File: config.mk
export PLATFORM = sky130hd
export DESIGN_NAME = ednms_cmdq
export DESIGN_NICKNAME = d
export VERILOG_FILES = /design/src/hdl/ednms_pkg.sv /design/src/hdl/ednms_cmdq.sv
export SDC_FILE = /design/constraint.sdc
export NUM_CORES = 1
export LEC_CHECK = 0
export ABC_AREA = 1
export BUFFER_PORTS_ARGS = -buffer_cell sky130_fd_sc_hd__buf_2
export CAP_MARGIN = 30
export CORE_AREA = 2 2 120 122
export CTS_BUF_LIST = sky130_fd_sc_hd__clkbuf_8
export DETAILED_ROUTE_END_ITERATION = 8
export DIE_AREA = 0 0 122 124
export GPL_TIMING_DRIVEN = 0
export PLACE_DENSITY = 0.67
export SYNTH_ARGS = -nofsm -noshare
export SYNTH_HDL_FRONTEND = slang
export SYNTH_SLANG_ARGS = --single-unit
File: constraint.sdc
create_clock -name clk -period 2.9 [get_ports clk]
set_input_delay 0.435 -clock clk [delete_from_list [all_inputs] [get_ports clk]]
set_output_delay 0.435 -clock clk [all_outputs]
set_load 0.005 [all_outputs]
File: src/hdl/ednms_pkg.sv
// Shared types, constants and functions of the edge non-maximum suppression block
`timescale 1ns / 1ps
package ednms_pkg;

  localparam int MAX_LINE_WIDTH = 2048;
  localparam int COL_BITS       = $clog2(MAX_LINE_WIDTH);
  localparam int MAX_FRAME_ROWS = 2048;
  localparam int ROW_BITS       = $clog2(MAX_FRAME_ROWS);
  localparam int SAMPLE_BITS    = 16;
  localparam int GRAD_BITS      = 16;
  localparam int CFG_BITS       = 12;
  localparam int CFG_IDX_BITS   = 1;
  localparam int TAN_SHIFT      = 16;
  localparam int PROD_BITS      = GRAD_BITS + 1 + TAN_SHIFT;
  localparam logic [14:0] TAN_NUM = 15'd27146;

  localparam logic [CFG_BITS-1:0] RESET_FRAME_WIDTH  = CFG_BITS'(640);
  localparam logic [CFG_BITS-1:0] RESET_FRAME_HEIGHT = CFG_BITS'(480);
  localparam logic [CFG_BITS-1:0] WIDTH_LIMIT  = CFG_BITS'(MAX_LINE_WIDTH);
  localparam logic [CFG_BITS-1:0] HEIGHT_LIMIT = CFG_BITS'(MAX_FRAME_ROWS);

  localparam logic [CFG_IDX_BITS-1:0] REG_FRAME_WIDTH  = CFG_IDX_BITS'(0);
  localparam logic [CFG_IDX_BITS-1:0] REG_FRAME_HEIGHT = CFG_IDX_BITS'(1);

  localparam logic ACT_PIXEL = 1'b0;
  localparam logic ACT_FLUSH = 1'b1;

  localparam logic [1:0] DIR_HORIZONTAL = 2'd0;
  localparam logic [1:0] DIR_DOWN_RIGHT = 2'd1;
  localparam logic [1:0] DIR_VERTICAL   = 2'd2;
  localparam logic [1:0] DIR_DOWN_LEFT  = 2'd3;

  localparam int CMDQ_DEPTH     = 4;
  localparam int CMDQ_PTR_BITS  = $clog2(CMDQ_DEPTH);
  localparam int CMDQ_CNT_BITS  = $clog2(CMDQ_DEPTH + 1);
  localparam int OUT_DEPTH      = 8;
  localparam int OUT_PTR_BITS   = $clog2(OUT_DEPTH);
  localparam int OUT_CNT_BITS   = $clog2(OUT_DEPTH + 1);
  localparam int OUT_POP_LIMIT  = OUT_DEPTH - 4;
  localparam int OUT_S1_LIMIT   = OUT_DEPTH - 2;

  typedef struct packed {
    logic                          action;
    logic [SAMPLE_BITS-1:0]        magnitude;
    logic signed [GRAD_BITS-1:0]   grad_x;
    logic signed [GRAD_BITS-1:0]   grad_y;
  } in_item_t;

  typedef struct packed {
    logic [SAMPLE_BITS-1:0] kept_magnitude;
    logic [1:0]             direction_class;
    logic                   end_of_frame;
  } out_item_t;

  typedef enum logic [1:0] {
    CMD_PIXEL,
    CMD_FLUSH,
    CMD_PRELOAD
  } cmd_kind_t;

  typedef struct packed {
    cmd_kind_t              kind;
    logic [COL_BITS-1:0]    rd_addr;
    logic [SAMPLE_BITS-1:0] mag;
    logic [1:0]             dir;
    logic                   emit_a;
    logic                   emit_b;
    logic                   a_left;
    logic                   a_right;
    logic                   b_left;
    logic                   has_up;
    logic                   eof;
  } cmd_t;

  typedef struct packed {
    logic [SAMPLE_BITS-1:0] up;
    logic [SAMPLE_BITS-1:0] mid;
    logic [1:0]             dir;
  } line_entry_t;

  localparam int LINE_BITS = $bits(line_entry_t);

  function automatic logic [1:0] classify(input logic signed [GRAD_BITS-1:0] gx,
                                          input logic signed [GRAD_BITS-1:0] gy);
    logic [GRAD_BITS:0]  ax;
    logic [GRAD_BITS:0]  ay;
    logic [PROD_BITS-1:0] ax_s;
    logic [PROD_BITS-1:0] ay_s;
    logic [PROD_BITS-1:0] ax_t;
    logic [PROD_BITS-1:0] ay_t;
    logic [1:0]          d;
    ax = gx[GRAD_BITS-1] ? ({1'b0, ~gx} + (GRAD_BITS+1)'(1)) : {1'b0, gx};
    ay = gy[GRAD_BITS-1] ? ({1'b0, ~gy} + (GRAD_BITS+1)'(1)) : {1'b0, gy};
    ax_s = {ax, TAN_SHIFT'(0)};
    ay_s = {ay, TAN_SHIFT'(0)};
    ax_t = PROD_BITS'(ax) * PROD_BITS'(TAN_NUM);
    ay_t = PROD_BITS'(ay) * PROD_BITS'(TAN_NUM);
    if (ay_s <= ax_t) begin
      d = DIR_HORIZONTAL;
    end else if (ax_s < ay_t) begin
      d = DIR_VERTICAL;
    end else if (gx[GRAD_BITS-1] == gy[GRAD_BITS-1]) begin
      d = DIR_DOWN_RIGHT;
    end else begin
      d = DIR_DOWN_LEFT;
    end
    return d;
  endfunction

  function automatic logic suppressed(input logic [1:0] dir,
                                      input logic [SAMPLE_BITS-1:0] ctr,
                                      input logic [SAMPLE_BITS-1:0] ul,
                                      input logic [SAMPLE_BITS-1:0] uc,
                                      input logic [SAMPLE_BITS-1:0] ur,
                                      input logic [SAMPLE_BITS-1:0] ml,
                                      input logic [SAMPLE_BITS-1:0] mr,
                                      input logic [SAMPLE_BITS-1:0] ll,
                                      input logic [SAMPLE_BITS-1:0] lc,
                                      input logic [SAMPLE_BITS-1:0] lr,
                                      input logic hl, input logic hr,
                                      input logic up, input logic down);
    logic s;
    unique case (dir)
      DIR_HORIZONTAL: s = (hl && ml > ctr) || (hr && mr > ctr);
      DIR_DOWN_RIGHT: s = (up && hl && ul > ctr) || (down && hr && lr > ctr);
      DIR_VERTICAL:   s = (up && uc > ctr) || (down && lc > ctr);
      default:        s = (up && hr && ur > ctr) || (down && hl && ll > ctr);
    endcase
    return s;
  endfunction

endpackage

File: src/hdl/ednms_cmdq.sv
// Short command queue between front end and back end
`timescale 1ns / 1ps
module ednms_cmdq
  import ednms_pkg::*;
(
  input  logic clk,
  input  logic rst,
  input  logic push,
  input  cmd_t din,
  output logic full,
  input  logic pop,
  output logic valid,
  output cmd_t dout
);

  cmd_t                     entries [CMDQ_DEPTH];
  logic [CMDQ_PTR_BITS-1:0] wr_ptr;
  logic [CMDQ_PTR_BITS-1:0] rd_ptr;
  logic [CMDQ_CNT_BITS-1:0] count;
  logic                     do_push, do_pop;

  assign full    = count == CMDQ_CNT_BITS'(CMDQ_DEPTH);
  assign valid   = count != '0;
  assign dout    = entries[rd_ptr];
  assign do_push = push && !full;
  assign do_pop  = pop && valid;

  always_ff @(posedge clk) begin
    if (do_push) begin
      entries[wr_ptr] <= din;
    end
  end

  always_ff @(posedge clk) begin
    if (rst) begin
      wr_ptr <= '0;
      rd_ptr <= '0;
      count  <= '0;
    end else begin
      if (do_push) wr_ptr <= wr_ptr + CMDQ_PTR_BITS'(1);
      if (do_pop)  rd_ptr <= rd_ptr + CMDQ_PTR_BITS'(1);
      count <= count + CMDQ_CNT_BITS'(do_push) - CMDQ_CNT_BITS'(do_pop);
    end
  end

  a_cmdq_bound: assert property (@(posedge clk) disable iff (rst)
    count <= CMDQ_CNT_BITS'(CMDQ_DEPTH)) else $error("command queue overrun");

endmodule

==> results of run 1 <==
flip-flops by register name (all words and copies together) (netlist names), named ones only:
| signal | cells |
|---|---|
| entries | 152 |
| wr_ptr | 2 |
| rd_ptr | 2 |
| count | 3 |
cells in the mapped netlist, drive strengths merged:
master / count
a21boi: 2
a21oi: 4
buf: 15
clkbuf: 9
dfxtp: 9
edfxtp: 152
fa: 1
ha: 6
inv: 17
nand2: 12
nand3: 3
nor2: 89
o21ai: 77
o22ai: 38
how the worst max path moves through the flow:
stage / startpoint / end / slack (ns) / cells after the start
after floorplan: count[1] / entries[0][0] / 0.13 / 4
after global placement: count[1] / entries[3][13] / -1.23 / 4
after detailed placement: count[1] / count[2] / 0.58 / 10
after CTS: flop / dout[1] / 0.55 / 5
after global routing: count[1] / count[2] / 0.30 / 10
final: flop / dout[1] / 0.56 / 5
power groups by stage:
stage	sequential (µW)	combinational [µW]	clock, µW
floorplan	2950	830	0
global placement	2970	1410	0
detailed placement	2960	1510	0
CTS	2910	1520	1840
global route	2930	1680	1940
finish	2910	1490	1820
cells by family (layout without fill, tap and decap cells):
kind of cell / count (synthesis) / after routing
AOI/OAI and AO/OA: 121 / 121
buffers and inverters: 41 / 158
and+or+nand+nor: 104 / 104
DFF: 161 / 161
adders and majority gates: 7 / 7
area by class of cell:
type                    instances  area (µm²)  area share [%]
plain buffers                  24       163.9           2.242
clock buffers                  17       234.0           3.200
clock inverters                15       216.5           2.961
inverters                      17       63.81          0.8728
multi-input cells             232        1177           16.10
flip-flops and latches        161        4745           64.90
well taps                     180       225.2           3.081
repair buffers                 85       485.5           6.640
stage by stage:
stage,power (µW),worst slack (ns)
6_report,6220,0.5563
5_1_grt,6552,0.3030
4_1_cts,6265,0.5495
3_5_place_dp,4474,0.5781
3_3_place_gp,4386,-1.229
2_1_floorplan,3782,0.1313
per-layer routing:
metal	vias up	part of all wire (%)	track usage, %
li1	1812	-	-
met1	1878	41	23.16
met2	123	50	29.26
met3	22	6.8	6.273
met4	0	1.9	7.471
met5	-	0	0
critical path: stages, from the launching register on:
cell and delay (ns):
dfxtp_1 0.37, inv_2 0.11, clkbuf_1 0.41, o21ai_0 0.18, o22ai_1 0.23, buf_2 0.17
==> out/results.txt, run 1 <==
Tot GR Track Use: 18.36%
Mux contribution to synthesized area: 0%
Synthesized Nets: 483
Final Hold Fails: 0
Worst setup path class: flop to output pin
Wire per inst: 17.94 µm
Number of antenna violations at the first check in global routing: 1
Power per Cell Area: 850.8 nW/µm²
Worst Setup End Kind: output pin
Crit path launch type: flop
Fin nets: 587
R2R setup slack: 0.59 ns
Cell-internal power: 4401 µW
Min Tclk post-route: 2.344 ns
Required @ worst endpoint: 2.47 ns
Sw power: 1819 µW
Hold/Removal Path Class: input port to flop
Fin cells: 731
Status: finished clean
Sw Ratio: 29.24%
H-Tree Depth: 4
Hold path endpoint: count[0]
Row count: 43
Reg-to-reg endpoint: count[2]
N_diodes: 0
Post-Synth Simple-Gate Area: 6.440%
Port Buffer Count: 81
Hpwl dp: 8230 µm
CP max FO: 10
Final critical-path share of the clock period: 80.82%
Commonest non-fill, non-tap cell in the layout: edfxtp_1
Number of DRC markers in iteration 0: 347
Post-DRT Antenna Nets: 0
Die Height: 124 µm
Library cells used by synthesis: 19
Final Cell Area: 7311 µm²
Worst Hold Margin: 0.1625 ns
Routability Congestion: 0.7058
# Max-Cap Violations: 0
Core Footprint: 13720 µm²
Share of cells above drive strength 1: 25.41%
Clk sinks: 161
Largest family of logic cells by synthesized area: compound AO/OA/AOI/OAI gates
Worst reg2reg startpoint: count[1]
Drt first pass iters: 4
Pin count of the biggest net entering global routing: 26
Ports: 82
Hold_buf cts: 0
Clock Power Share: 29.3%
Starting Density: 44.61%
Vias in the first global route: 3878
Synth top area cells: edfxtp_1, o21ai_0, nor2_1, o22ai_1, dfxtp_1
Area grow syn2layout: 19.46%
CTS tree: done
Vias per inst: 5.246
Routed Wire Length: 13110 µm
Placed insts: 699
VDD IR max: 0.0005004 V
Post-CTS resize count: 0
Reg2reg path depth: 10
Util after Layout: 53.29%
HP Start: rst
Synth Area in Compound Gates: 10.75%
Die ar.: 15130 µm²
Comb pwr share: 23.9%
Static Leakage: 0.002636 µW
# setup viols final: 0
#FFs+latches synth: 161
Post-synth top area cell: edfxtp_1
Clk_skew: 0.01114 ns
Crit path DAT: 1.91 ns
Avg Inst Size Synth: 14.10 µm²
Slew Viols, Final: 0
Slew margin rel.: 57.31%
DRC Markers: 0
XOR/XNOR Fraction of Synth Area: 0%
Placed inst area: 6860 µm²
Post-synthesis adder-cell area fraction: 1.554%
CTS buffer count: 17
Fmax: 426.7 MHz
Setup Fix Bufs, Post-CTS: 0
Area fraction of the dominant cell type after synthesis: 74.59%
Register share of total power: 46.7%
Clock Tree Buf Depth: 2
Sequential fraction of the synthesis area: 77.53%
Setup TNS: 0 ns
WHS Path Cells: 2
Total gr overflow: 0
Clk Latency, worst-skew pair: 0.46 ns
# fillers: 1173
Clock root buffer: clkbuf_8
RSZ-0062 raised after global routing: no
Post-Syn Area: 6120 µm²
Tightest Pin Transition: 0.6388 ns
First-pass GRT wire length: 20030 µm
Vias: 3835
Worst-path clk slew: 0.08 ns
Die width: 122 µm
Most frequent cells in the layout: edfxtp_1, nor2_1, buf_2
Synth Instances: 434
YS warnings: 0
Power figures use the tool's default switching activity.
==> run 2, diff against run 1 <==
==> constraint.sdc (replaced) <==
create_clock -name clk -period 1.9 [get_ports clk]
set_input_delay 0.285 -clock clk [delete_from_list [all_inputs] [get_ports clk]]
set_output_delay 0.285 -clock clk [all_outputs]
set_load 0.005 [all_outputs]
==> run 2 against run 1 <==
Register-to-register slack worse by 0.56 ns. Routed wire length is 4.6% higher. Count of clock-buffer cells in the layout stayed put. Setup slack worse by 0.53 ns. Design area is 8.3% higher. First-iteration DRC count stayed put. Flip-flop and latch count stayed put. Via count is 2.9% higher. Power is 59% higher. Critical path type is now flop to flop. Largest cell class unchanged. Highest routed layer is now met5.
==> out/results.txt, run 2 (synthesized netlist as in run 1, its figures left out) <==
Reg-to-reg endpoint: count[2]
Routability Congestion: 0.7303 (+3.5%)
Number of flip-flops in the largest register: 152 (unchanged)
N_diodes: 0 (unchanged)
Number of antenna violations at the first check in global routing: 1 (unchanged)
Clock root buffer: clkbuf_8
Placed inst area: 6883 µm² (+0.33%)
Worst setup path class: flop to flop
Hold path endpoint: entries[1][4]
Ports: 82 (unchanged)
Static Leakage: 0.002845 µW (+8.0%)
# setup viols final: 0 (unchanged)
VDD IR max: 0.0008495 V (+70%)
Starting Density: 44.61% (unchanged)
Hpwl dp: 8087 µm (-1.7%)
Wire per inst: 18.41 µm (+2.6%)
Core Footprint: 13720 µm² (unchanged)
Crit path launch type: flop
Die width: 122 µm (unchanged)
Final Hold Fails: 0 (unchanged)
Clk_skew: 0.006910 ns (-0.004235 ns)
Final Cell Area: 7915 µm² (+8.3%)
Tot GR Track Use: 17.94% (-0.42 points)
DRC Markers: 0 (unchanged)
Worst slack, placed: -0.3840 ns (-0.9621 ns)
Setup TNS: 0 ns (unchanged)
Crit path DAT: 2.27 ns (+0.36 ns)
CP max FO: 6 (-4)
Commonest non-fill, non-tap cell in the layout: edfxtp_1
# Max-Cap Violations: 0 (unchanged)
HP Start: din[4]
CTS tree: done
Vias in the first global route: 3780 (-2.5%)
Min Tclk post-route: 1.872 ns
Fmax: 534.3 MHz
Share of cells above drive strength 1: 38.23% (+13 points)
Hold/Removal Path Class: input port to flop
Slew Viols, Final: 0 (unchanged)
R2R setup slack: 0.03 ns (-0.56 ns)
Worst reg2reg startpoint: count[1]
Die Height: 124 µm (unchanged)
Fin nets: 601 (+2.4%)
Routed Wire Length: 13710 µm (+4.6%)
Port Buffer Count: 81 (unchanged)
Largest register by flop count: entries
CTS buffer count: 17 (unchanged)
Clock Tree Buf Depth: 2 (unchanged)
Pin count of the biggest net entering global routing: 24 (-7.7%)
Post-route worst setup slack: 0.02848 ns (-0.5278 ns)
Number of DRC markers in iteration 0: 347 (unchanged)
Vias: 3945 (+2.9%)
Status: finished clean
Most frequent cells in the layout: edfxtp_1, buf_2, nor2_1
Total gr overflow: 0 (unchanged)
Util after Layout: 57.69% (+4.4 points)
Reg2reg path depth: 10 (unchanged)
Final critical-path share of the clock period: 98.50%
Area grow syn2layout: 29.34%
Drt first pass iters: 5 (+1)
WHS Path Cells: 1 (-1)
Row count: 43 (unchanged)
Clk Latency, worst-skew pair: 0.45 ns (about the same)
Worst Setup End Kind: flop
Worst-path clk slew: 0.09 ns (about the same)
H-Tree Depth: 4 (unchanged)
Die ar.: 15130 µm² (unchanged)
# fillers: 1113 (-5.1%)
Clk sinks: 161 (unchanged)
Post-DRT Antenna Nets: 0 (unchanged)
Slew margin rel.: 44.07% (-13 points)
Top flop regs: entries: 152 flops, count: 3 flops
Vias per inst: 5.295 (+0.94%)
First-pass GRT wire length: 19310 µm (-3.6%)
Tightest Pin Transition: 0.8370 ns (+0.1981 ns)
Required @ worst endpoint: 2.30 ns (-0.17 ns)
Power per Cell Area: 1247 nW/µm² (+47%)
RSZ-0062 raised after global routing: yes
==> run 2: through the flow <==
step	total power (µW)	hold WS [ns]	cells
6_report	9869	0.03859	745
5_1_grt	10360	0.01263	745
4_1_cts	9398	0.01012	736
3_5_place_dp	6828	0.4861	699
3_3_place_gp	6681	0.4653	695
2_1_floorplan	5771	0.3517	434
==> run 2: report_power, final <==
group	leakage, µW	internal, µW	switching, µW
clock	0.000183	1070	1310
combinational	0.00120	1360	1650
sequential	0.00147	4330	150
total	0.00285	6760	3110
==> run 2: worst max-delay path by stage <==
stage | startpoint | to | slack, ns | cells after the start
finish | count[1] | count[2] | 0.03 | 10
global route | count[1] | count[2] | -0.07 | 10
CTS | flop | dout[23] | -0.01 | 6
detailed placement | count[1] | count[2] | -0.38 | 10
global placement | count[1] | entries[0][16] | -1.15 | 4
floorplan | count[1] | entries[0][0] | -0.29 | 4
==> run 2: layer usage <==
metal	wire length (µm)	vias up	track usage (%)
li1	-	1842	-
met1	5758	1946	22.39
met2	6846	138	29.61
met3	903	17	5.495
met4	191	2	6.753
met5	13	-	0
==> run 2: layout make-up <==
type | count | area (µm²) | area share, %
plain buffers | 24 | 321.6 | 4.063
clock buffers | 17 | 234.0 | 2.956
clock inverters | 15 | 150.1 | 1.897
inverters | 17 | 68.82 | 0.8694
multi-input cells | 233 | 1444 | 18.24
flip-flops and latches | 161 | 4751 | 60.02
well taps | 180 | 225.2 | 2.845
repair buffers | 98 | 720.7 | 9.105
==> run 2: worst max-delay path: stages, from the launching register on <==
cell      delay, ns
dfxtp_2        0.36
nor2_4         0.13
nand2_2        0.08
nand2_4        0.14
ha_1           0.25
inv_1          0.06
ha_1           0.13
inv_1          0.05
fa_1           0.37
a21boi_0       0.14
nor2_1         0.10
==> run 2: timing repair <==
action                                  CTS  global route
endpoints found under the hold margin     2             0
pin swaps                                11            31
gates resized for setup                  44           100
hold buffers                              1             0
gates cloned                              0             6
endpoints found under the setup margin  177           113
setup buffers                             4             3
==> run 3, diff against run 2 <==
--- a/config.mk
+++ b/config.mk
@@ -8,12 +8,14 @@
 export ABC_AREA = 1
 export BUFFER_PORTS_ARGS = -buffer_cell sky130_fd_sc_hd__buf_2
 export CAP_MARGIN = 30
-export CORE_AREA = 2 2 120 122
+export CORE_AREA = 2 2 138 106
 export CTS_BUF_LIST = sky130_fd_sc_hd__clkbuf_8
 export DETAILED_ROUTE_END_ITERATION = 8
-export DIE_AREA = 0 0 122 124
+export DIE_AREA = 0 0 140 108
 export GPL_TIMING_DRIVEN = 0
-export PLACE_DENSITY = 0.67
+export HOLD_SLACK_MARGIN = 0.08
+export PLACE_DENSITY = 0.68
+export REMOVE_ABC_BUFFERS = 1
 export SYNTH_ARGS = -nofsm -noshare
 export SYNTH_HDL_FRONTEND = slang
 export SYNTH_SLANG_ARGS = --single-unit
==> run 3 against run 2 <==
Design area up 8.1%. Largest cell class unchanged. Fmax down 1.6%. Count of clock-buffer cells in the layout unchanged. Core utilization up 4.9 points. Final cell count up 4.2%. Critical path type is now flop to output pin. Hold slack better by 0.099 ns. Setup slack worse by 0.030 ns. Critical endpoint is now dout[6]. Combinational power up 16%. Via count up 5.2%. Die area about the same. The run now ends with design-rule violations, negative setup slack left. Largest power group unchanged. First-iteration DRC count down 36%.
==> out/results.txt, run 3 (synthesized netlist as in run 1, its figures left out) <==
Status: complete, but fails checks
Violated checks: design-rule violations, negative setup slack
Commonest non-fill, non-tap cell in the layout: edfxtp_1
Starting Density: 44.81% (+0.20 points)
Largest register by flop count: entries
# fillers: 1011 (-9.2%)
Tightest Pin Transition: 0.7712 ns (-0.06572 ns)
Total gr overflow: 0 (unchanged)
Slew margin rel.: 48.46% (+4.4 points)
CP max FO: 16 (+10)
Vias: 4151 (+5.2%)
DRC Markers: 5 (+5)
Final critical-path share of the clock period: 100.1% (+1.6 points)
Crit path DAT: 1.62 ns (-0.65 ns)
Hpwl dp: 7387 µm (-8.6%)
Ports: 82 (unchanged)
Final Hold Fails: 0 (unchanged)
RSZ-0062 raised after global routing: yes
Hold/Removal Path Class: input port to flop
Crit path launch type: flop
Post-route worst setup slack: -0.001069 ns (-0.02955 ns)
Die ar.: 15120 µm² (about the same)
Pin count of the biggest net entering global routing: 39 (+63%)
Worst setup path class: flop to output pin
Fmax: 526.0 MHz (-1.6%)
Number of antenna violations at the first check in global routing: 0 (-1)
Clock Tree Buf Depth: 2 (unchanged)
Row count: 37 (-14%)
Fin nets: 637 (+6.0%)
Post-DRT Antenna Nets: 0 (unchanged)
Drt first pass iters: 7 (+2)
Setup TNS: -0.001069 ns (-0.001069 ns)
Worst Hold Margin: 0.1372 ns (+0.09861 ns)
Clock root buffer: clkbuf_8
Top flop regs: entries: 152 flops, count: 3 flops
N_diodes: 0 (unchanged)
Number of DRC markers in iteration 0: 222 (-36%)
Clk sinks: 161 (unchanged)
CTS buffer count: 17 (unchanged)
Routability Congestion: 0.6803 (-6.8%)
Share of cells above drive strength 1: 37.77% (-0.46 points)
Worst Setup End Kind: output pin
Die width: 140 µm (+15%)
Required @ worst endpoint: 1.62 ns (-0.68 ns)
Slew Viols, Final: 0 (unchanged)
Port Buffer Count: 81 (unchanged)
H-Tree Depth: 4 (unchanged)
Clk Latency, worst-skew pair: 0.44 ns (about the same)
Min Tclk post-route: 1.901 ns (+0.02955 ns)
Most frequent cells in the layout: edfxtp_1, buf_2, nor2_1
Tot GR Track Use: 19.84% (+1.9 points)
CTS tree: done
# setup viols final: 1 (+1)
Vias per inst: 5.349 (+1.0%)
Static Leakage: 0.003105 µW (+9.1%)
Die Height: 108 µm (-13%)
Core Footprint: 13660 µm² (-0.46%)
Area grow syn2layout: 39.79%
Number of flip-flops in the largest register: 152 (unchanged)
Wire per inst: 20.48 µm (+11%)
Power per Cell Area: 1227 nW/µm² (-1.6%)
First-pass GRT wire length: 21800 µm (+13%)
Clk_skew: 0.01228 ns (+0.005365 ns)
Routed Wire Length: 15890 µm (+16%)
# Max-Cap Violations: 0 (unchanged)
Worst-path clk slew: 0.08 ns (about the same)
Vias in the first global route: 4013 (+6.2%)
VDD IR max: 0.0006897 V (-19%)
==> run 3: final timing paths <==
| kind | cells past startpoint | to | slack [ns] | startpoint |
|---|---|---|---|---|
| worst max-delay path | 6 | dout[6] | -0.001 | flop |
| worst max register to register | 9 | count[1] | 0.10 | count[1] |
| worst min register to register | 2 | flop | 0.49 | rd_ptr[0] |
| worst min-delay path | 3 | flop | 0.14 | pop |
==> run 3: through the flow <==
stage	cells	power (µW)	area (µm²)	setup WS, ns	utilization [%]
2_1_floorplan	410	5608	5956	-0.8982	-
3_3_place_gp	666	6455	6580	-2.528	48.18
3_5_place_dp	673	6677	6790	-0.5542	49.72
4_1_cts	761	9834	7943	-0.01803	58.16
5_1_grt	776	10980	8554	-0.07680	62.64
6_report	776	10490	8554	-0.001069	62.64
==> run 3: what timing repair did <==
item                                    in CTS  in global routing
resized for setup                           34                130
buffers inserted                            12                  7
pin swaps                                    7                 16
cloned                                       5                  8
endpoints found under the hold margin      154                  0
hold buffers                                39                  0
endpoints found under the setup margin     154                 96
==> run 3: worst max-delay path, stage by stage, from the launching register on <==
cell     delay [ns]
dfxtp_4        0.38
buf_12         0.16
buf_8          0.14
inv_8          0.11
nor2_1         0.06
o22ai_1        0.19
buf_2          0.15
==> run 3: layout make-up <==
| cell class | count | area [µm²] | area share, % |
|---|---|---|---|
| inverter | 17 | 116.4 | 1.360 |
| sequential | 161 | 4758 | 55.62 |
| multi-input combinational | 232 | 1500 | 17.54 |
| tap | 175 | 219.0 | 2.560 |
| clock buffer | 17 | 234.0 | 2.735 |
| timing repair inverter | 3 | 47.55 | 0.5558 |
| clock inverter | 15 | 170.2 | 1.989 |
| timing repair buffer | 156 | 1509 | 17.64 |
==> run 3: power by group <==
group / switching [µW] / internal, µW / leakage (µW) / total [µW]
registers: 151 / 4330 / 0.00147 / 4480
logic: 1910 / 1580 / 0.00144 / 3490
clock network: 1230 / 1290 / 0.000200 / 2520
total: 3290 / 7200 / 0.00311 / 10500
==> run 3: metal layers <==
layer | global-route usage, % | vias up | routed length, µm
li1 | - | 1918 | -
met1 | 25.32 | 2062 | 6836
met2 | 33.29 | 148 | 7576
met3 | 5.846 | 23 | 1218
met4 | 6.133 | 0 | 261
met5 | 0 | - | 0
