**config.mk**
```make
export PLATFORM = sky130hd
export DESIGN_NAME = ednms_front
export DESIGN_NICKNAME = d
export VERILOG_FILES = /design/src/hdl/ednms_pkg.sv /design/src/hdl/ednms_front.sv
export SDC_FILE = /design/constraint.sdc
export NUM_CORES = 1
export LEC_CHECK = 0
export BUFFER_PORTS_ARGS = -buffer_cell sky130_fd_sc_hd__buf_4
export CAP_MARGIN = 20
export CORE_ASPECT_RATIO = 1.4
export CORE_UTILIZATION = 60
export CTS_BUF_LIST = sky130_fd_sc_hd__clkbuf_4
export DETAILED_ROUTE_END_ITERATION = 10
export PLACE_DENSITY = 0.88
export SLEW_MARGIN = 20
export SYNTH_ARGS = -nofsm -noshare
export SYNTH_HDL_FRONTEND = slang
export SYNTH_SLANG_ARGS = --single-unit
```
**constraint.sdc**
```tcl
create_clock -name clk -period 18.25 [get_ports clk]
set_input_delay 3.65 -clock clk [delete_from_list [all_inputs] [get_ports clk]]
set_output_delay 3.65 -clock clk [all_outputs]
set_load 0.01 [all_outputs]
```
**src/hdl/ednms_pkg.sv**
```systemverilog
// Shared types, constants and functions of the edge non-maximum suppression block
`timescale 1ns / 1ps
package ednms_pkg;

  localparam int MAX_LINE_WIDTH = 2048;
  localparam int COL_BITS       = $clog2(MAX_LINE_WIDTH);
  localparam int MAX_FRAME_ROWS = 2048;
  localparam int ROW_BITS       = $clog2(MAX_FRAME_ROWS);
  localparam int SAMPLE_BITS    = 16;
  localparam int GRAD_BITS      = 16;
  localparam int CFG_BITS       = 12;
  localparam int CFG_IDX_BITS   = 1;
  localparam int TAN_SHIFT      = 16;
  localparam int PROD_BITS      = GRAD_BITS + 1 + TAN_SHIFT;
  localparam logic [14:0] TAN_NUM = 15'd27146;

  localparam logic [CFG_BITS-1:0] RESET_FRAME_WIDTH  = CFG_BITS'(640);
  localparam logic [CFG_BITS-1:0] RESET_FRAME_HEIGHT = CFG_BITS'(480);
  localparam logic [CFG_BITS-1:0] WIDTH_LIMIT  = CFG_BITS'(MAX_LINE_WIDTH);
  localparam logic [CFG_BITS-1:0] HEIGHT_LIMIT = CFG_BITS'(MAX_FRAME_ROWS);

  localparam logic [CFG_IDX_BITS-1:0] REG_FRAME_WIDTH  = CFG_IDX_BITS'(0);
  localparam logic [CFG_IDX_BITS-1:0] REG_FRAME_HEIGHT = CFG_IDX_BITS'(1);

  localparam logic ACT_PIXEL = 1'b0;
  localparam logic ACT_FLUSH = 1'b1;

  localparam logic [1:0] DIR_HORIZONTAL = 2'd0;
  localparam logic [1:0] DIR_DOWN_RIGHT = 2'd1;
  localparam logic [1:0] DIR_VERTICAL   = 2'd2;
  localparam logic [1:0] DIR_DOWN_LEFT  = 2'd3;

  localparam int CMDQ_DEPTH     = 4;
  localparam int CMDQ_PTR_BITS  = $clog2(CMDQ_DEPTH);
  localparam int CMDQ_CNT_BITS  = $clog2(CMDQ_DEPTH + 1);
  localparam int OUT_DEPTH      = 8;
  localparam int OUT_PTR_BITS   = $clog2(OUT_DEPTH);
  localparam int OUT_CNT_BITS   = $clog2(OUT_DEPTH + 1);
  localparam int OUT_POP_LIMIT  = OUT_DEPTH - 4;
  localparam int OUT_S1_LIMIT   = OUT_DEPTH - 2;

  typedef struct packed {
    logic                          action;
    logic [SAMPLE_BITS-1:0]        magnitude;
    logic signed [GRAD_BITS-1:0]   grad_x;
    logic signed [GRAD_BITS-1:0]   grad_y;
  } in_item_t;

  typedef struct packed {
    logic [SAMPLE_BITS-1:0] kept_magnitude;
    logic [1:0]             direction_class;
    logic                   end_of_frame;
  } out_item_t;

  typedef enum logic [1:0] {
    CMD_PIXEL,
    CMD_FLUSH,
    CMD_PRELOAD
  } cmd_kind_t;

  typedef struct packed {
    cmd_kind_t              kind;
    logic [COL_BITS-1:0]    rd_addr;
    logic [SAMPLE_BITS-1:0] mag;
    logic [1:0]             dir;
    logic                   emit_a;
    logic                   emit_b;
    logic                   a_left;
    logic                   a_right;
    logic                   b_left;
    logic                   has_up;
    logic                   eof;
  } cmd_t;

  typedef struct packed {
    logic [SAMPLE_BITS-1:0] up;
    logic [SAMPLE_BITS-1:0] mid;
    logic [1:0]             dir;
  } line_entry_t;

  localparam int LINE_BITS = $bits(line_entry_t);

  function automatic logic [1:0] classify(input logic signed [GRAD_BITS-1:0] gx,
                                          input logic signed [GRAD_BITS-1:0] gy);
    logic [GRAD_BITS:0]  ax;
    logic [GRAD_BITS:0]  ay;
    logic [PROD_BITS-1:0] ax_s;
    logic [PROD_BITS-1:0] ay_s;
    logic [PROD_BITS-1:0] ax_t;
    logic [PROD_BITS-1:0] ay_t;
    logic [1:0]          d;
    ax = gx[GRAD_BITS-1] ? ({1'b0, ~gx} + (GRAD_BITS+1)'(1)) : {1'b0, gx};
    ay = gy[GRAD_BITS-1] ? ({1'b0, ~gy} + (GRAD_BITS+1)'(1)) : {1'b0, gy};
    ax_s = {ax, TAN_SHIFT'(0)};
    ay_s = {ay, TAN_SHIFT'(0)};
    ax_t = PROD_BITS'(ax) * PROD_BITS'(TAN_NUM);
    ay_t = PROD_BITS'(ay) * PROD_BITS'(TAN_NUM);
    if (ay_s <= ax_t) begin
      d = DIR_HORIZONTAL;
    end else if (ax_s < ay_t) begin
      d = DIR_VERTICAL;
    end else if (gx[GRAD_BITS-1] == gy[GRAD_BITS-1]) begin
      d = DIR_DOWN_RIGHT;
    end else begin
      d = DIR_DOWN_LEFT;
    end
    return d;
  endfunction

  function automatic logic suppressed(input logic [1:0] dir,
                                      input logic [SAMPLE_BITS-1:0] ctr,
                                      input logic [SAMPLE_BITS-1:0] ul,
                                      input logic [SAMPLE_BITS-1:0] uc,
                                      input logic [SAMPLE_BITS-1:0] ur,
                                      input logic [SAMPLE_BITS-1:0] ml,
                                      input logic [SAMPLE_BITS-1:0] mr,
                                      input logic [SAMPLE_BITS-1:0] ll,
                                      input logic [SAMPLE_BITS-1:0] lc,
                                      input logic [SAMPLE_BITS-1:0] lr,
                                      input logic hl, input logic hr,
                                      input logic up, input logic down);
    logic s;
    unique case (dir)
      DIR_HORIZONTAL: s = (hl && ml > ctr) || (hr && mr > ctr);
      DIR_DOWN_RIGHT: s = (up && hl && ul > ctr) || (down && hr && lr > ctr);
      DIR_VERTICAL:   s = (up && uc > ctr) || (down && lc > ctr);
      default:        s = (up && hr && ur > ctr) || (down && hl && ll > ctr);
    endcase
    return s;
  endfunction

endpackage

```
**src/hdl/ednms_front.sv**
```systemverilog
// Front end: configuration registers, raster counters, direction classing, command issue
`timescale 1ns / 1ps
module ednms_front
  import ednms_pkg::*;
(
  input  logic                    clk,
  input  logic                    rst,
  input  logic                    push,
  output logic                    full,
  input  in_item_t                item,
  input  logic                    cfg_write,
  input  logic [CFG_IDX_BITS-1:0] cfg_index,
  input  logic [CFG_BITS-1:0]     cfg_data,
  output logic                    q_push,
  output cmd_t                    q_cmd,
  input  logic                    q_full
);

  logic [CFG_BITS-1:0] frame_width;
  logic [CFG_BITS-1:0] frame_height;
  logic [COL_BITS-1:0] col_cnt, col_cnt_next;
  logic [ROW_BITS-1:0] row_cnt, row_cnt_next;
  logic [COL_BITS-1:0] flush_cnt, flush_cnt_next;
  logic                flushing, flushing_next;
  logic                preload_pending, preload_pending_next;

  logic [CFG_BITS-1:0] width_eff;
  logic [CFG_BITS-1:0] height_eff;
  logic                last_col, last_row, flush_last, accept;

  always_comb begin
    if (frame_width == '0) width_eff = CFG_BITS'(1);
    else if (frame_width > WIDTH_LIMIT) width_eff = WIDTH_LIMIT;
    else width_eff = frame_width;
    if (frame_height == '0) height_eff = CFG_BITS'(1);
    else if (frame_height > HEIGHT_LIMIT) height_eff = HEIGHT_LIMIT;
    else height_eff = frame_height;
  end

  assign last_col   = (CFG_BITS'(col_cnt) + CFG_BITS'(1)) >= width_eff;
  assign last_row   = (CFG_BITS'(row_cnt) + CFG_BITS'(1)) >= height_eff;
  assign flush_last = (CFG_BITS'(flush_cnt) + CFG_BITS'(1)) >= width_eff;
  assign full       = q_full || preload_pending;
  assign accept     = push && !full;

  always_comb begin
    col_cnt_next         = col_cnt;
    row_cnt_next         = row_cnt;
    flush_cnt_next       = flush_cnt;
    flushing_next        = flushing;
    preload_pending_next = preload_pending;
    q_push               = 1'b0;
    q_cmd                = '0;
    q_cmd.kind           = CMD_PRELOAD;
    priority if (preload_pending && !q_full) begin
      q_push               = 1'b1;
      preload_pending_next = 1'b0;
    end else if (accept && item.action == ACT_FLUSH && flushing) begin
      q_push         = 1'b1;
      q_cmd.kind     = CMD_FLUSH;
      q_cmd.rd_addr  = flush_cnt + COL_BITS'(1);
      q_cmd.emit_a   = 1'b1;
      q_cmd.a_left   = flush_cnt != '0;
      q_cmd.a_right  = !flush_last;
      q_cmd.has_up   = row_cnt != '0;
      q_cmd.eof      = flush_last;
      if (flush_last) begin
        flushing_next  = 1'b0;
        col_cnt_next   = '0;
        row_cnt_next   = '0;
        flush_cnt_next = '0;
      end else begin
        flush_cnt_next = flush_cnt + COL_BITS'(1);
      end
    end else if (accept && item.action == ACT_PIXEL && !flushing) begin
      q_push        = 1'b1;
      q_cmd.kind    = CMD_PIXEL;
      q_cmd.rd_addr = col_cnt;
      q_cmd.mag     = item.magnitude;
      q_cmd.dir     = classify(item.grad_x, item.grad_y);
      q_cmd.emit_a  = (row_cnt != '0) && (col_cnt != '0);
      q_cmd.emit_b  = (row_cnt != '0) && last_col;
      q_cmd.a_left  = col_cnt > COL_BITS'(1);
      q_cmd.a_right = 1'b1;
      q_cmd.b_left  = col_cnt != '0;
      q_cmd.has_up  = row_cnt > ROW_BITS'(1);
      if (last_col) begin
        col_cnt_next = '0;
        if (last_row) begin
          flushing_next        = 1'b1;
          flush_cnt_next       = '0;
          preload_pending_next = 1'b1;
        end else begin
          row_cnt_next = row_cnt + ROW_BITS'(1);
        end
      end else begin
        col_cnt_next = col_cnt + COL_BITS'(1);
      end
    end
  end

  always_ff @(posedge clk) begin
    if (rst) begin
      frame_width     <= RESET_FRAME_WIDTH;
      frame_height    <= RESET_FRAME_HEIGHT;
      col_cnt         <= '0;
      row_cnt         <= '0;
      flush_cnt       <= '0;
      flushing        <= 1'b0;
      preload_pending <= 1'b0;
    end else begin
      col_cnt         <= col_cnt_next;
      row_cnt         <= row_cnt_next;
      flush_cnt       <= flush_cnt_next;
      flushing        <= flushing_next;
      preload_pending <= preload_pending_next;
      if (cfg_write) begin
        unique case (cfg_index)
          REG_FRAME_WIDTH:  frame_width  <= cfg_data;
          REG_FRAME_HEIGHT: frame_height <= cfg_data;
          default:          frame_height <= cfg_data;
        endcase
      end
    end
  end

  a_preload_in_flush: assert property (@(posedge clk) disable iff (rst)
    preload_pending |-> flushing) else $error("preload pending outside flush");

  a_flush_cnt_idle: assert property (@(posedge clk) disable iff (rst)
    !flushing |-> flush_cnt == '0) else $error("flush counter moved outside flush");

endmodule

```
==> metrics, run 1 <==
Placeable Area 0.0212 mm²; via count 11.4k; IO Port Bufs 106; kind of path behind the tightest hold check reg -> reg; Final HPWL DP 27.8 mm; cts bufs inserted 9; number of violations reported at the end of detailed-routing iteration 0 355; synth unique cells 90; residual overflow from global routing 0; CTS tree done; part of the cycle the worst path needs 88.8%; Slew @ Worst Pin 1.13 ns; CTS Root Buffer Type sky130_fd_sc_hd__clkbuf_4; maximum clock rate 61.7 MHz; post-synthesis async set-or-reset flop share 0%; biggest area consumer among synthesized cells sky130_fd_sc_hd__ha_1; CTS-repair resized insts 0; most numerous cell types in the synthesized netlist sky130_fd_sc_hd__ha_1 (307), sky130_fd_sc_hd__inv_1 (267), sky130_fd_sc_hd__nand2_1 (150); required time of the worst setup path 14.60 ns; die outline width 126 µm; proportion of netlist area held by the largest area contributor 29.7%; shortest period the worst path allows 16.21 ns; wire length of the first global-routing pass 53.7 mm; setup clock skew after layout 0.0203 ns; placement-stage cell area 0.0140 mm²; count of max-cap constraint violations 0; DRT Pass-1 Iters 5; RSZ-0062 raised after global routing false; Setup Buffers After CTS 0; WL/cell 16.7 µm; worst setup margin 2.04 ns; synthesis-to-layout area growth 9.54%; Site Rows 63; clock transition at the registers of the reported paths 0.11 ns; kind of capture point of the worst setup path output pin; max_slew headroom 24.4%; Max stage delay on crit path 0.55 ns; clock latency on the worst-skew pair 0.44 ns; share of final-layout standard cells stronger than drive strength 1 9.67%; pin count of the biggest net entering global routing 40; Syn Inst Count 1569; startpoint type of the worst setup path input port; slowest cell on the critical path sky130_fd_sc_hd__fa_1; total clock sinks 59; residual antenna-violating net count after detailed routing 0; vias in the first global route 12.0k; category of the critical setup timing path in -> out; Placed Cells 1919; detailed-route vias per instance 5.90; data arrival time of the critical path 12.56 ns; die height 176 µm; worst flop-to-flop path startpoint flush_cnt[0]; final standard cell area without fillers 0.0142 mm²; H-tree depth 3; total standard cell area after synthesis 0.0130 mm²; result of the run finished clean; total number of yosys warnings 0; net total in the final layout 2126; GRT Resource Usage Total 30.1%; clock buffer depth 2; Final Hold Fails 0; startpoint of the tightest hold check path frame_width[5]; initial core utilization 61.1%; Synth Flop Type sky130_fd_sc_hd__dfxtp_1; number of antenna violations at the first check in global routing 1; number of non-filler instances in the completed layout 1936; Total Die Area 0.0222 mm²; routability congestion estimate 0.982; most repeated cell in the gate-level netlist after synthesis sky130_fd_sc_hd__ha_1; Final Slew Violations 0; number of failing setup endpoints in the final timing report 0; Post-Synthesis Mean Instance Area 8.26 µm²; count of state elements after synthesis 59; number of enable-type register cells in the synthesized netlist 0; Final TNS setup 0 ns; total detailed-routing wirelength 32.4 mm; Ports 107; top fanout value on the critical path 7; number of buffers inserted by hold repair at cts 0; share of synthesized area occupied by flip-flops and latches 9.12%; cell types occupying the most area after synthesis sky130_fd_sc_hd__ha_1 (30%), sky130_fd_sc_hd__fa_1 (13%), sky130_fd_sc_hd__dfxtp_1 (9.1%); beginning of the critical path item[0]; dpl ws 2.12 ns; DRC violation count after routing 0
## registers in the layout, indices dropped and copies added, names as in the netlist
| signal | cells |
|---|---|
| row_cnt | 11 |
| flush_cnt | 11 |
| flushing | 1 |
| preload_pending | 1 |
| frame_width | 12 |
| col_cnt | 11 |
| frame_height | 12 |
## critical path, delay by kind of cell
family | cells | cell delay [ns]
buffers and inverters | 7 | 0.57
and+or+nand+nor | 12 | 2.35
AOI/OAI and AO/OA | 9 | 1.68
adders and majority gates | 10 | 3.78
xor gates and xnor gates | 2 | 0.49
## cell type report
type,instances,area (µm²)
antenna,1,2.50
clock buffer,10,75.1
clock inverter,6,90.1
fill,1661,7010
inverter,268,1010
multi-input combinational,1222,10700
sequential,59,1180
tap,260,325
timing repair buffer,110,826
## through the flow
| step | util [%] | hold slack, ns |
|---|---|---|
| detailed placement | 66.1 | 0.466 |
| global route | 66.9 | 0.501 |
| CTS | 66.9 | 0.480 |
| finish | 66.9 | 0.481 |
| global placement | 66.1 | 0.453 |
| floorplan | - | 0.436 |
## final timing paths
path | to | slack (ns) | depth (start not counted)
worst max-delay path | q_cmd[7] | 2.04 | 40
worst min-delay path | frame_width[5] | 0.48 | 2
worst max register to register | flush_cnt[2] | 14.41 | 14
worst min register to register | frame_width[5] | 0.48 | 2
## per-layer routing
metal  GRT usage (%)  part of all wire [%]
met4            24.4                   8.0
met1            28.7                    36
met5               0                     0
met2            57.8                    53
met3            3.26                   3.3
## logic make-up (layout without fill, tap and decap cells)
kind of cell    count (synthesis)  after routing  synth area share [%]
flops                          59             59                  9.12
simple gates                  409            409                  15.5
mux                             4              4                 0.319
xor+xnor                      113            113                  7.75
buf+inv                       298            394                  8.73
other cells                     2             13                0.0580
compound gates                293            293                  16.0
fa+ha+maj                     391            391                  42.5
## placed cells by master, fill, tap and decap left out, types with 4 or more instances in the layout
master,count
sky130_fd_sc_hd__nand2_1,150
sky130_fd_sc_hd__xor2_1,49
sky130_fd_sc_hd__nand3_1,43
sky130_fd_sc_hd__nor3_1,16
sky130_fd_sc_hd__o31ai_1,9
sky130_fd_sc_hd__o22ai_1,4
sky130_fd_sc_hd__a211oi_1,8
sky130_fd_sc_hd__a22oi_1,6
sky130_fd_sc_hd__ha_1,307
sky130_fd_sc_hd__xnor2_1,63
sky130_fd_sc_hd__nor4b_1,4
sky130_fd_sc_hd__nor4_1,11
sky130_fd_sc_hd__inv_1,267
sky130_fd_sc_hd__o21a_1,7
sky130_fd_sc_hd__nand4_1,11
sky130_fd_sc_hd__a22o_1,15
sky130_fd_sc_hd__o21ai_0,51
sky130_fd_sc_hd__or2_2,8
sky130_fd_sc_hd__clkbuf_4,10
sky130_fd_sc_hd__fa_1,82
sky130_fd_sc_hd__nor2_1,63
sky130_fd_sc_hd__nand2b_1,19
sky130_fd_sc_hd__and2_1,26
sky130_fd_sc_hd__o21bai_1,11
sky130_fd_sc_hd__a21oi_1,83
sky130_fd_sc_hd__or3_1,10
sky130_fd_sc_hd__conb_1,12
sky130_fd_sc_hd__dfxtp_1,59
sky130_fd_sc_hd__a21o_1,39
sky130_fd_sc_hd__buf_4,110
sky130_fd_sc_hd__and3_1,15
sky130_fd_sc_hd__a221o_1,4
sky130_fd_sc_hd__nor2b_1,13
Power of run 1 is left out: the tool's default activity adds up to more than one toggle a clock period on the data nets, which glitch-free logic cannot reach.
==> inputs of run 2 (changes only) <==
Settings changed: ABC_AREA from default to 1.
==> metrics, run 2 <==
most numerous cell types in the synthesized netlist sky130_fd_sc_hd__inv_1 (395), sky130_fd_sc_hd__nand2_1 (326), sky130_fd_sc_hd__ha_1 (307); beginning of the critical path item[16]; GRT Resource Usage Total 31.2%; share of final-layout standard cells stronger than drive strength 1 8.81%; leading cell type in the layout, fill and taps excluded sky130_fd_sc_hd__inv_1; count of state elements after synthesis 59; worst flop-to-flop path startpoint flush_cnt[0]; fillers 1867; Max stage delay on crit path 0.61 ns; Slew @ Worst Pin 1.04 ns; synthesis-to-layout area growth 9.68%; number of failing setup endpoints in the final timing report 0; RSZ-0062 raised after global routing false; Final TNS setup 0 ns; clock buffer depth 2; CP Depth 42; number of violations reported at the end of detailed-routing iteration 0 647; via count 12.5k; DRT Pass-1 Iters 7; most repeated cell in the gate-level netlist after synthesis sky130_fd_sc_hd__inv_1; xor-xnor portion of the synthesized cell area 5.99%; kind of path behind the tightest hold check reg -> reg; Register Area 0.00118 mm²; data arrival time of the critical path 11.26 ns; die outline width 128 µm; clock transition at the registers of the reported paths 0.13 ns; Final Hold Fails 0; Final HPWL DP 29.6 mm; total detailed-routing wirelength 34.4 mm; wire length of the first global-routing pass 56.5 mm; residual antenna-violating net count after detailed routing 0; shortest period the worst path allows 14.91 ns; CTS Root Buffer Type sky130_fd_sc_hd__clkbuf_4; maximum clock rate 67.1 MHz; max_slew headroom 29.8%; IO Port Bufs 106; cell types occupying the most area after synthesis sky130_fd_sc_hd__ha_1 (29%), sky130_fd_sc_hd__fa_1 (12%), sky130_fd_sc_hd__inv_1 (11%); clock latency on the worst-skew pair 0.46 ns; endpoint of the worst setup timing path q_cmd[8]; final standard cell area without fillers 0.0146 mm²; placement-stage cell area 0.0145 mm²; total number of yosys warnings 0; simple-gate portion of the synthesized area 21.6%; Site Rows 64; setup clock skew after layout 0.0230 ns; depth of the worst register-to-register path 18; multiplexer fraction of the synthesized cell area 0%; initial core utilization 61.1%; slowest cell on the critical path sky130_fd_sc_hd__xor2_1; Setup Buffers After CTS 0; multi-input gate area in the final layout 0.0106 mm²; destination of the worst register-to-register timing path row_cnt[1]; top fanout value on the critical path 7; biggest area consumer among synthesized cells sky130_fd_sc_hd__ha_1; detailed-route vias per instance 5.48; CTS tree done; Syn Inst Count 1873; Placeable Area 0.0218 mm²; Post-Synthesis Mean Instance Area 7.11 µm²; number of buffers inserted by hold repair at cts 0; number of enable-type register cells in the synthesized netlist 0; kind of cell adding the most delay to the critical path adder cells; CTS-repair resized insts 0; Ports 107; result of the run finished clean; Total Die Area 0.0228 mm²; WL/cell 15.1 µm; largest registers frame_height x12, frame_width x12; top library cells by usage in the layout, fill and taps aside sky130_fd_sc_hd__inv_1 (395), sky130_fd_sc_hd__nand2_1 (326), sky130_fd_sc_hd__ha_1 (307); vias in the first global route 12.6k; count of max-cap constraint violations 0; DRC violation count after routing 0; part of the cycle the worst path needs 81.7%; required time of the worst setup path 14.60 ns; category of the critical setup timing path in -> out; post-synthesis async set-or-reset flop share 0%; pin count of the biggest net entering global routing 32; number of antenna violations at the first check in global routing 1; share of synthesized area occupied by flip-flops and latches 8.87%; Buf+Inv Stages, Crit Path 11; area fraction in compound gates after synthesis 10.2%; Final Slew Violations 0; cts bufs inserted 9; synth unique cells 49; total standard cell area after synthesis 0.0133 mm²; Top cell by count, worst path sky130_fd_sc_hd__inv_1; kind of capture point of the worst setup path output pin; combinational family with the most area after synthesis adder cells; startpoint type of the worst setup path input port; proportion of netlist area held by the largest area contributor 28.9%; adder-cell area share of the yosys netlist 41.2%; die height 178 µm; residual overflow from global routing 0; worst setup slack for register-to-register paths 14.31 ns; routability congestion estimate 0.955; Synth Flop Type sky130_fd_sc_hd__dfxtp_1; H-tree depth 3; net total in the final layout 2438; total clock sinks 59
run 2: logic make-up (layout without fill, tap and decap cells):
logic type | after synthesis | in the layout
and+or+nand+nor | 663 | 663
buffers and inverters | 430 | 534
adders and majority gates | 389 | 389
AOI/OAI and AO/OA | 239 | 239
xor gates and xnor gates | 91 | 91
DFF | 59 | 59
other | 2 | 13
run 2: cell type report:
type / instances / share of cell area, %
repair buffers: 109 / 5.60
flip-flops and latches: 59 / 8.09
well taps: 297 / 2.54
clock inverters: 7 / 0.403
inverters: 409 / 10.5
clock buffers: 9 / 0.463
diodes: 1 / 0.0171
multi-input cells: 1394 / 72.4
run 2: layer usage:
layer	GRT usage, %	up-vias	share of wire (%)
met5	0	-	0
met1	32.6	5786	38
met4	18.5	0	5.8
met2	59.2	413	51
met3	3.78	124	5.2
li1	-	6202	-
run 2: worst min path at each step:
| stage | slack [ns] | start | end | cells past startpoint |
|---|---|---|---|---|
| finish | 0.48 | row_cnt[6] | row_cnt[6] | 2 |
| CTS | 0.47 | row_cnt[6] | row_cnt[6] | 2 |
| floorplan | 0.44 | row_cnt[6] | row_cnt[6] | 2 |
| detailed placement | 0.45 | row_cnt[6] | row_cnt[6] | 2 |
| global placement | 0.45 | row_cnt[6] | row_cnt[6] | 2 |
| global route | 0.52 | row_cnt[6] | row_cnt[6] | 2 |
run 2: tightest hold or removal path: cells and delay by family, from the launching register on:
family           cells  cell delay (ns)
AO/OA/AOI/OAI        1             0.06
AND/OR/NAND/NOR      1             0.06
flip-flops           1             0.33
run 2: through the flow:
| step | cells | hold WS [ns] | util [%] | setup slack (ns) |
|---|---|---|---|---|
| 4_1_cts | 2284 | 0.472 | 67.0 | 3.41 |
| 3_3_place_gp | 2268 | 0.451 | 66.4 | 3.64 |
| 3_5_place_dp | 2268 | 0.454 | 66.4 | 3.40 |
| 2_1_floorplan | 1883 | 0.441 | - | 4.49 |
| 6_report | 2285 | 0.479 | 67.0 | 3.34 |
| 5_1_grt | 2285 | 0.519 | 67.0 | 2.78 |
Power of run 2 is left out for the same reason.
==> inputs of run 3 (changes only) <==
Clock period 18.25 ns to 14 ns, I/O delays scaled along.
==> metrics, run 3 (synthesis results as in run 2) <==
result of the run finished clean; RSZ-0062 raised after global routing false; routability congestion estimate 0.972; Total Die Area 0.0228 mm²; via count 12.7k; kind of capture point of the worst setup path output pin; total detailed-routing wirelength 34.7 mm; startpoint type of the worst setup path input port; Setup Buffers After CTS 0; number of failing setup endpoints in the final timing report 0; Ports 107; WL/cell 15.2 µm; Max stage delay on crit path 0.60 ns; residual overflow from global routing 0; Final Slew Violations 0; required time of the worst setup path 11.20 ns; worst setup margin 0.861 ns; data arrival time of the critical path 10.34 ns; number of violations reported at the end of detailed-routing iteration 0 591; slowest cell on the critical path sky130_fd_sc_hd__xor2_1; initial core utilization 61.1%; Buf+Inv Stages, Crit Path 11; Slew @ Worst Pin 1.03 ns; count of max-cap constraint violations 0; GRT Resource Usage Total 31.3%; die outline width 128 µm; residual antenna-violating net count after detailed routing 0; top library cells by usage in the layout, fill and taps aside sky130_fd_sc_hd__inv_1 (395), sky130_fd_sc_hd__nand2_1 (326), sky130_fd_sc_hd__ha_1 (307); dpl ws 0.919 ns; Placeable Area 0.0218 mm²; wire length of the first global-routing pass 56.7 mm; number of antenna violations at the first check in global routing 1; total clock sinks 59; cts bufs inserted 9; IO Port Bufs 106; DRT Pass-1 Iters 5; share of final-layout standard cells stronger than drive strength 1 8.85%; CTS Root Buffer Type sky130_fd_sc_hd__clkbuf_4; die height 178 µm; shortest period the worst path allows 13.14 ns; part of the cycle the worst path needs 93.8%; Top cell by count, worst path sky130_fd_sc_hd__inv_1; leading cell type in the layout, fill and taps excluded sky130_fd_sc_hd__inv_1; net total in the final layout 2439; category of the critical setup timing path in -> out; maximum clock rate 76.1 MHz; setup clock skew after layout 0.0114 ns; clock buffer depth 2; Final TNS setup 0 ns; max_slew headroom 30.8%; fillers 1873; detailed-route vias per instance 5.53; clock transition at the registers of the reported paths 0.11 ns; clock latency on the worst-skew pair 0.43 ns; CTS tree done; H-tree depth 3; Final HPWL DP 30.0 mm; largest registers frame_height x12, frame_width x12; kind of cell adding the most delay to the critical path adder cells; top fanout value on the critical path 7; number of buffers inserted by hold repair at cts 0; DRC violation count after routing 0; kind of path behind the tightest hold check reg -> reg; CTS-repair resized insts 0; Final Hold Fails 0; pin count of the biggest net entering global routing 32; vias in the first global route 12.6k; synthesis-to-layout area growth 9.96%; Site Rows 64
## run 3: changes by cell type in the layout (fill, tap and decap cells not counted)
cell	change
sky130_fd_sc_hd__clkinv_2	+1
sky130_fd_sc_hd__bufinv_16	+2
sky130_fd_sc_hd__nor4_4	-1
sky130_fd_sc_hd__clkinvlp_4	-1
sky130_fd_sc_hd__buf_4	+1
sky130_fd_sc_hd__nor4_2	+1
sky130_fd_sc_hd__clkbuf_4	+1
sky130_fd_sc_hd__inv_6	-3
## run 3: routing by layer
metal / vias to the layer above / global-route usage, % / share of wire [%]
met5: - / 0 / 0
li1: 6200 / - / -
met1: 5926 / 32.6 / 37
met3: 110 / 3.96 / 5.3
met4: 0 / 15.4 / 4.5
met2: 416 / 60.8 / 53
## run 3: tightest hold or removal path: cells and delay by family, from the launching register on
family          cells  cell delay (ns)
compound gates      1             0.06
flops               1             0.32
simple gates        1             0.06
## run 3: area by class of cell
class | count | area [µm²] | area share [%]
well taps | 297 | 372 | 2.54
clock inverters | 6 | 90.1 | 0.615
multi-input cells | 1394 | 10600 | 72.1
inverters | 409 | 1540 | 10.5
flip-flops and latches | 59 | 1180 | 8.07
diodes | 1 | 2.50 | 0.0171
clock buffers | 10 | 75.1 | 0.513
repair buffers | 110 | 826 | 5.64
## run 3: path summary, 6_finish.rpt
check / startpoint / endpoint / slack [ns] / depth (start not counted)
worst max-delay path: item[16] / q_cmd[7] / 0.86 / 42
worst min-delay path: row_cnt[6] / row_cnt[6] / 0.48 / 2
worst max register to register: flush_cnt[0] / row_cnt[8] / 10.02 / 18
worst min register to register: row_cnt[6] / row_cnt[6] / 0.48 / 2
## run 3: stage by stage
step | instances | area, µm² | util (%) | hold slack, ns
after floorplan | 1883 | 13400 | - | 0.441
after global placement | 2269 | 14500 | 66.4 | 0.451
after detailed placement | 2269 | 14500 | 66.4 | 0.462
after CTS | 2285 | 14600 | 67.2 | 0.479
after global routing | 2286 | 14600 | 67.2 | 0.505
final | 2286 | 14600 | 67.2 | 0.481
Power of run 3 is left out for the same reason.
